==> config.mk <==
export PLATFORM = sky130hd
export DESIGN_NAME = servo_telemetry_deframer
export DESIGN_NICKNAME = d
export VERILOG_FILES = /design/src/rtl/stdf_pkg.sv /design/src/rtl/servo_telemetry_deframer.sv
export VERILOG_INCLUDE_DIRS = /design/src /design/src/rtl
export SDC_FILE = /design/constraint.sdc
export NUM_CORES = 2
export LEC_CHECK = 0
export CAP_MARGIN = 20
export CELL_PAD_IN_SITES_DETAIL_PLACEMENT = 0
export CELL_PAD_IN_SITES_GLOBAL_PLACEMENT = 1
export CORE_MARGIN = 4
export CORE_UTILIZATION = 48
export CTS_CLUSTER_DIAMETER = 100
export DETAILED_ROUTE_END_ITERATION = 7
export DONT_BUFFER_PORTS = 1
export GPL_TIMING_DRIVEN = 0
export PLACE_DENSITY_LB_ADDON = 0.08
export SLEW_MARGIN = 20
export SYNTH_ARGS = -nofsm -noshare
export SYNTH_HDL_FRONTEND = slang
export SYNTH_SLANG_ARGS = --single-unit
export TNS_END_PERCENT = 5
==> constraint.sdc <==
create_clock -name clk -period 6.65 [get_ports clk]
set_clock_uncertainty 0.1 [all_clocks]
set_input_delay 0.9975 -clock clk [delete_from_list [all_inputs] [get_ports clk]]
set_output_delay 0.9975 -clock clk [all_outputs]
set_load 0.02 [all_outputs]
==> src/rtl/servo_telemetry_deframer_assert.svh <==
// Assertion macros shared by the servo telemetry deframer RTL.
// Plain text macros only; no package or module dependencies.
`ifndef SERVO_TELEMETRY_DEFRAMER_ASSERT_SVH
`define SERVO_TELEMETRY_DEFRAMER_ASSERT_SVH

// Same-cycle implication, sampled on the rising clock edge outside reset
`define STDF_ASSERT_NOW(lbl, clk, rstn, ante, cons, msg) \
    lbl: assert property (@(posedge clk) disable iff (!(rstn)) (ante) |-> (cons)) \
        else $error(msg);

// Next-cycle implication, sampled on the rising clock edge outside reset
`define STDF_ASSERT_NEXT(lbl, clk, rstn, ante, cons, msg) \
    lbl: assert property (@(posedge clk) disable iff (!(rstn)) (ante) |=> (cons)) \
        else $error(msg);

`endif

==> src/rtl/stdf_pkg.sv <==
// Shared types, register codes and scaling function of the servo telemetry deframer.
// No dependencies; used by rtl/servo_telemetry_deframer.sv.
package stdf_pkg;

    // Framing constants
    localparam logic [7:0] HDR_BYTE = 8'hFF;
    localparam int         REC_LEN  = 7;

    // Configuration register indexes
    localparam int         CFG_IDX_W         = 2;
    localparam int         CFG_DATA_W        = 18;
    localparam logic [1:0] CFG_SERVO_COUNT   = 2'd0;
    localparam logic [1:0] CFG_POSITION_GAIN = 2'd1;
    localparam logic [1:0] CFG_SPEED_GAIN    = 2'd2;
    localparam logic [1:0] CFG_LOAD_GAIN     = 2'd3;

    // Register reset values
    localparam logic [4:0]  RST_SERVO_COUNT   = 5'd1;
    localparam logic [17:0] RST_POSITION_GAIN = 18'd12868;
    localparam logic [17:0] RST_SPEED_GAIN    = 18'd81920;
    localparam logic [17:0] RST_LOAD_GAIN     = 18'd81920;

    // Deframer phase, one-hot
    typedef enum logic [1:0] {
        ST_HUNT = 2'b01,
        ST_DATA = 2'b10
    } phase_t;

    // Scale a raw 16-bit reading: floor(((2*raw - 65535) * gain) / 65536), Q.12
    function automatic logic signed [18:0] scale_raw(input logic [15:0] raw,
                                                     input logic [17:0] gain);
        logic signed [17:0] centered;
        logic signed [18:0] gain_s;
        logic signed [36:0] prod;
        centered = $signed({1'b0, raw, 1'b0}) - 18'sd65535;
        gain_s   = $signed({1'b0, gain});
        prod     = centered * gain_s;
        // Arithmetic shift by 16 keeps floor rounding; magnitude fits in 19 bits
        return prod[34:16];
    endfunction

endpackage

==> src/rtl/servo_telemetry_deframer.sv <==
// Servo telemetry deframer: header hunt, record collection and gain scaling.
// Depends on rtl/stdf_pkg.sv and rtl/servo_telemetry_deframer_assert.svh.
//
// Usage:
//   Input channel (in_valid / in_stall / rx_byte) carries one received byte
//   per word. The block hunts for HEADER_BYTES consecutive 0xFF bytes, then
//   collects 7-byte records (id, position, speed, load; values little-endian).
//   Output channel (out_valid / out_stall) carries one scaled record per word,
//   with frame_last set on the final record of the frame.
//   Configuration channel (cfg_valid / cfg_ready / cfg_index / cfg_data) is
//   always ready; write it only while no record is in flight.
// Throughput: one byte per clock while in_stall is low. Timing: the record
//   appears in the cycle after its seventh byte is accepted; the three gain
//   multipliers sit between the byte registers and the output register.
// Stall: the output register holds its word while out_stall is high; in_stall
//   rises only when a seventh byte would overwrite a word still held there.
// Reset: asynchronous, hunting for a header, output empty, registers at their
//   default values. No clearing pass is needed.
module servo_telemetry_deframer #(
    parameter int MAX_SERVOS   = 16,
    parameter int HEADER_BYTES = 2
) (
    input  logic                                 clk,
    input  logic                                 rst_n,
    // byte input
    input  logic                                 in_valid,
    output logic                                 in_stall,
    input  logic [7:0]                           rx_byte,
    // record output
    output logic                                 out_valid,
    input  logic                                 out_stall,
    output logic [7:0]                           servo_id,
    output logic [3:0]                           slot,
    output logic signed [18:0]                   position,
    output logic signed [18:0]                   speed,
    output logic signed [18:0]                   load,
    output logic                                 frame_last,
    // configuration writes
    input  logic                                 cfg_valid,
    output logic                                 cfg_ready,
    input  logic [stdf_pkg::CFG_IDX_W-1:0]       cfg_index,
    input  logic [stdf_pkg::CFG_DATA_W-1:0]      cfg_data
);

`include "servo_telemetry_deframer_assert.svh"

    localparam int SLOT_W  = (MAX_SERVOS > 1) ? $clog2(MAX_SERVOS) : 1;
    localparam int CNT_W   = ($clog2(MAX_SERVOS + 1) > 5) ? $clog2(MAX_SERVOS + 1) : 5;
    localparam int HR_W    = (HEADER_BYTES > 1) ? $clog2(HEADER_BYTES) : 1;
    localparam int BPOS_W  = $clog2(stdf_pkg::REC_LEN);
    localparam int NSTORE  = stdf_pkg::REC_LEN - 1;

    // Configuration registers
    logic [4:0]  servo_count_reg;
    logic [17:0] position_gain_reg;
    logic [17:0] speed_gain_reg;
    logic [17:0] load_gain_reg;

    // Deframer state
    stdf_pkg::phase_t  phase_reg, phase_next;
    logic [HR_W-1:0]   hrun_reg, hrun_next;
    logic [BPOS_W-1:0] bpos_reg, bpos_next;
    logic [SLOT_W-1:0] slot_reg, slot_next;
    logic [7:0]        rec_reg [NSTORE];

    // Output register
    logic               out_valid_reg, out_valid_next;
    logic [7:0]         id_reg;
    logic [3:0]         slot_out_reg;
    logic signed [18:0] pos_reg;
    logic signed [18:0] spd_reg;
    logic signed [18:0] load_reg;
    logic               last_reg;

    // Combinational helpers
    logic              in_acc;
    logic              emit_pos;
    logic              out_load;
    logic [HR_W:0]     hrun_plus;
    logic [CNT_W-1:0]  count_raw;
    logic [CNT_W-1:0]  count_clamped;
    logic [CNT_W-1:0]  slot_plus;
    logic              last_rec;
    logic [7:0]        slot_wide;

    // Configuration writes are always taken
    assign cfg_ready = 1'b1;

    always_ff @(posedge clk or negedge rst_n)
    begin
        if (!rst_n)
        begin
            servo_count_reg   <= stdf_pkg::RST_SERVO_COUNT;
            position_gain_reg <= stdf_pkg::RST_POSITION_GAIN;
            speed_gain_reg    <= stdf_pkg::RST_SPEED_GAIN;
            load_gain_reg     <= stdf_pkg::RST_LOAD_GAIN;
        end
        else if (cfg_valid && cfg_ready)
        begin
            unique case (cfg_index)
                stdf_pkg::CFG_SERVO_COUNT:   servo_count_reg   <= cfg_data[4:0];
                stdf_pkg::CFG_POSITION_GAIN: position_gain_reg <= cfg_data;
                stdf_pkg::CFG_SPEED_GAIN:    speed_gain_reg    <= cfg_data;
                stdf_pkg::CFG_LOAD_GAIN:     load_gain_reg     <= cfg_data;
                default: ;
            endcase
        end
    end

    // Hold the input only when a finished record would overwrite a stalled word
    assign emit_pos = (phase_reg == stdf_pkg::ST_DATA)
                      && (bpos_reg == BPOS_W'(stdf_pkg::REC_LEN - 1));
    assign in_stall = emit_pos && out_valid_reg && out_stall;
    assign in_acc   = in_valid && !in_stall;
    assign out_load = in_acc && emit_pos;

    // Clamp the record count to 1..MAX_SERVOS and detect the final record
    always_comb
    begin
        count_raw = CNT_W'(servo_count_reg);
        if (count_raw == '0)
            count_clamped = CNT_W'(1);
        else if (count_raw > CNT_W'(MAX_SERVOS))
            count_clamped = CNT_W'(MAX_SERVOS);
        else
            count_clamped = count_raw;
        slot_plus = CNT_W'(slot_reg) + CNT_W'(1);
        last_rec  = (slot_plus >= count_clamped);
        hrun_plus = (HR_W + 1)'(hrun_reg) + (HR_W + 1)'(1);
        slot_wide = 8'(slot_reg);
    end

    // Advance the header hunt and the record byte position
    always_comb
    begin
        phase_next = phase_reg;
        hrun_next  = hrun_reg;
        bpos_next  = bpos_reg;
        slot_next  = slot_reg;
        if (in_acc)
        begin
            unique case (phase_reg)
                stdf_pkg::ST_HUNT:
                begin
                    if (rx_byte == stdf_pkg::HDR_BYTE)
                    begin
                        if (hrun_plus >= (HR_W + 1)'(HEADER_BYTES))
                        begin
                            hrun_next  = '0;
                            phase_next = stdf_pkg::ST_DATA;
                            bpos_next  = '0;
                            slot_next  = '0;
                        end
                        else
                        begin
                            hrun_next = hrun_plus[HR_W-1:0];
                        end
                    end
                    else
                    begin
                        hrun_next = '0;
                    end
                end
                stdf_pkg::ST_DATA:
                begin
                    if (emit_pos)
                    begin
                        bpos_next = '0;
                        if (last_rec)
                        begin
                            slot_next  = '0;
                            phase_next = stdf_pkg::ST_HUNT;
                            hrun_next  = '0;
                        end
                        else
                        begin
                            slot_next = slot_reg + SLOT_W'(1);
                        end
                    end
                    else
                    begin
                        bpos_next = bpos_reg + BPOS_W'(1);
                    end
                end
                default:
                begin
                    phase_next = stdf_pkg::ST_HUNT;
                    hrun_next  = '0;
                end
            endcase
        end
    end

    always_ff @(posedge clk or negedge rst_n)
    begin
        if (!rst_n)
        begin
            phase_reg <= stdf_pkg::ST_HUNT;
            hrun_reg  <= '0;
            bpos_reg  <= '0;
            slot_reg  <= '0;
        end
        else
        begin
            phase_reg <= phase_next;
            hrun_reg  <= hrun_next;
            bpos_reg  <= bpos_next;
            slot_reg  <= slot_next;
        end
    end

    // Store the first six bytes of each record
    always_ff @(posedge clk)
    begin
        if (in_acc && (phase_reg == stdf_pkg::ST_DATA) && !emit_pos)
            rec_reg[bpos_reg] <= rx_byte;
    end

    // Output word valid: load on the seventh byte, drop once taken
    always_comb
    begin
        if (out_load)
            out_valid_next = 1'b1;
        else if (out_stall)
            out_valid_next = out_valid_reg;
        else
            out_valid_next = 1'b0;
    end

    always_ff @(posedge clk or negedge rst_n)
    begin
        if (!rst_n)
            out_valid_reg <= 1'b0;
        else
            out_valid_reg <= out_valid_next;
    end

    // Scale the three readings into the output register
    always_ff @(posedge clk)
    begin
        if (out_load)
        begin
            id_reg       <= rec_reg[0];
            slot_out_reg <= slot_wide[3:0];
            pos_reg      <= stdf_pkg::scale_raw({rec_reg[2], rec_reg[1]}, position_gain_reg);
            spd_reg      <= stdf_pkg::scale_raw({rec_reg[4], rec_reg[3]}, speed_gain_reg);
            load_reg     <= stdf_pkg::scale_raw({rx_byte, rec_reg[5]}, load_gain_reg);
            last_reg     <= last_rec;
        end
    end

    assign out_valid  = out_valid_reg;
    assign servo_id   = id_reg;
    assign slot       = slot_out_reg;
    assign position   = pos_reg;
    assign speed      = spd_reg;
    assign load       = load_reg;
    assign frame_last = last_reg;

    // Checks on the deframer's own control
    `STDF_ASSERT_NOW(a_stall_cause, clk, rst_n, in_stall, out_valid_reg && out_stall && emit_pos, "input stalled without a held output word")
    `STDF_ASSERT_NEXT(a_frame_end, clk, rst_n, out_load && last_rec, out_valid_reg && last_reg && (phase_reg == stdf_pkg::ST_HUNT), "final record did not end the frame")
    `STDF_ASSERT_NOW(a_hunt_clear, clk, rst_n, phase_reg == stdf_pkg::ST_HUNT, (bpos_reg == '0) && (slot_reg == '0), "record counters not cleared while hunting")

endmodule
==> metrics.txt <==
n_diodes=0; chip width=286.4 um; Seq cells post-synth=188; Mapped Avg Cell Area=9.832 sq um; ANT nets after route=0; Post-CTS Hold Buffers=0; post-route minimum period=6.618 ns; Slew @ Worst Pin=0.8241 ns; reg2reg end=speed[18]$_DFFE_PP_; crit path buf inv count=9; Synthesized Nets=4940; clock insertion delay at the later pin of the skew report=0.52 ns; Post-DP Area=0.03863 sq mm; Slew Viols, Final=0; WL/cell=20.84 um; first-pass GRT wire length=163.7 mm; Worst Hold Class=in2async; initial antenna violation count=6; area leader, netlist=fa_1; Synth Warn #=0; Post-synth top cells=inv_1, fa_1, nand2_1; Reg2Reg Depth=24; Design Area, Final=0.04098 sq mm; Async SR Flop Fraction=37.23%; largest net degree at the start of global routing=71; CP top delay family=adder cells; Setup violations, final=0; crit path capture=speed[18]$_DFFE_PP_; area of the core=0.07633 sq mm; max FFs per register=48; gp weighted congestion=0.9610; Via Count=25550; RR Startpoint=rec_reg[3][2]$_DFFE_PP_; Area Overhead vs Synth=10.17%; Port Buffers=0; cts bufs inserted=17; Crit Path Class=reg2reg; DR pass1 iterations=5; drt drc=0; clock buffer depth=2; DRT Wirelength=103.6 mm; FP Rows=101; Post-Syn Area=0.03719 sq mm; initial drt markers=1424; CTS sink count=188; Post-DP HPWL=84.04 mm; final hold vios=0; number of synthesized flops with an enable pin=118; crit-path cells=buf_8, buf_4, nand2_1, fa_1, fa_1, inv_1, fa_1, inv_1, fa_1, inv_1, fa_1, inv_2, fa_1, inv_2, ha_4, a21o_4, a2111oi_4, nor3_2, or3_1, buf_6, o211ai_1, buf_4, a21oi_2, or3b_1; Critical Path Max Stage Delay=0.54 ns; Syn Inst Count=3783; Root Buffer=clkbuf_16; CTS tree=done; die area=0.08200 sq mm; global route overflow=0; nets=5083; Worst path depth=24; Initial Util=48.73%; number of max-cap violations=0; ys flop type=edfxtp_1; top cell type's share of synthesized area=41.18%; IO Pins=106; startpoint types=flip-flop; most frequent cell after synthesis=inv_1; Synth area leaders=fa_1, ha_1, edfxtp_1; Crit path top cell by count=fa_1; Layout fillers=7218; Worst path slowest cell=fa_1; Die H=286.4 um; fin crit share=99.52%; R2R setup slack=0.03 ns; unrepaired setup endpoints after global routing=yes; Worst EP required=6.80 ns; Distinct cells, synth=62; GRT Total Usage=26.60%; sequential area share after synthesis=14.27%; vias in the first global route=27220; Achievable Freq=0.1511 GHz; sequential cell area=0.005356 sq mm; outcome=finished clean; clock-pin slew on the worst setup and hold paths=0.09 ns; origin of the worst setup path=rec_reg[3][2]$_DFFE_PP_; vias per inst=5.141; share of layout cells above drive strength 1=12.01%; max_slew headroom=44.69%; CP max FO=5; CP endpoint kind=flip-flop; area taken by multi-input logic gates=0.02815 sq mm; H-tree Lvls=4; Worst EP arrival=6.77 ns
-- routing by layer --
metal / track usage [%] / wire length [um] / vias up
met4: 7.475 / 2871 / 2
met2: 43.11 / 48780 / 673
li1: - / - / 11560
met5: 0 / 13 / -
met3: 5.075 / 6681 / 134
met1: 36.88 / 45220 / 13180
-- worst min path at each step --
stage                            startpoint                       end  slack, ns  cells after the start
global placement       hrun_reg$_DFFE_PN0P_      hrun_reg$_DFFE_PN0P_       0.42                      1
CTS                                   rst_n  count_raw[4]$_DFFE_PN0P_       0.04                      0
global route                          rst_n  count_raw[4]$_DFFE_PN0P_       0.05                      0
floorplan           rec_reg[0][0]$_DFFE_PP_     servo_id[0]$_DFFE_PP_       0.30                      0
detailed placement     hrun_reg$_DFFE_PN0P_      hrun_reg$_DFFE_PN0P_       0.43                      1
finish                                rst_n  count_raw[1]$_DFFE_PN0P_       0.08                      0
-- layout make-up --
cell class / instances / share of cell area, %
buffer: 122 / 2.226
clock buffer: 17 / 1.038
tap: 1030 / 3.145
multi-input combinational: 2527 / 68.70
clock inverter: 15 / 0.4580
inverter: 937 / 8.602
sequential: 188 / 13.07
timing repair buffer: 133 / 2.760
-- cell families (layout without fill, tap and decap cells) --
group	Yosys count	count (layout)	share of synthesized area [%]
flip-flops	188	188	14.27
XOR/XNOR	70	70	1.648
AO/OA/AOI/OAI	186	186	3.357
buffers and inverters	1068	1224	10.79
adder cells (fa/ha/maj)	1124	1124	53.25
multiplexers	62	62	1.874
AND/OR/NAND/NOR	1084	1084	14.79
other	1	1	0.01008
-- stage by stage --
stage / instances / worst slack [ns] / hold WS [ns] / utilization (%) / TNS, ns
final: 4969 / 0.03214 / 0.07579 / 53.69 / 0
after detailed placement: 4819 / -1.748 / 0.4267 / 50.61 / -37.39
after floorplan: 3783 / -0.01029 / 0.3003 / - / -0.01373
after global placement: 4813 / -1.859 / 0.4160 / 50.42 / -134.91
after global routing: 4969 / -0.1673 / 0.04827 / 53.69 / -0.9808
after CTS: 4904 / -0.01693 / 0.04057 / 52.72 / -0.01693
-- placed cells by master, fill, tap and decap left out, types with 6 or more instances in the layout --
cell type / instances
inv_1: 930
fa_1: 756
nand2_1: 439
and2_1: 426
ha_1: 354
buf_4: 132
edfxtp_1: 118
nor2_1: 73
mux2_2: 61
xnor2_1: 45
a21oi_1: 44
clkbuf_4: 40
dfrtp_2: 38
nor2b_1: 32
a21o_1: 32
clkbuf_2: 30
o21ai_0: 28
or2_2: 27
xor2_1: 25
dfrtp_1: 21
clkbuf_16: 18
nand3_1: 16
buf_6: 15
buf_2: 12
nand4_1: 12
and3_1: 11
dfstp_2: 11
nand2b_1: 10
fa_2: 9
nor3_1: 8
clkbuf_8: 7
a211oi_1: 7
a31oi_1: 7
o21a_1: 6
o31ai_1: 6
-- what timing repair did --
action | in CTS | in global routing
pin swaps | 15 | 29
resized for setup | 239 | 137
endpoints found under the setup margin | 47 | 30
endpoints found under the hold margin | 0 | 0
buffers inserted | 62 | 65
gates cloned | 0 | 0
Power is not shown: default switching activity piles up to over one toggle a cycle in this logic, so the estimate is an artifact.
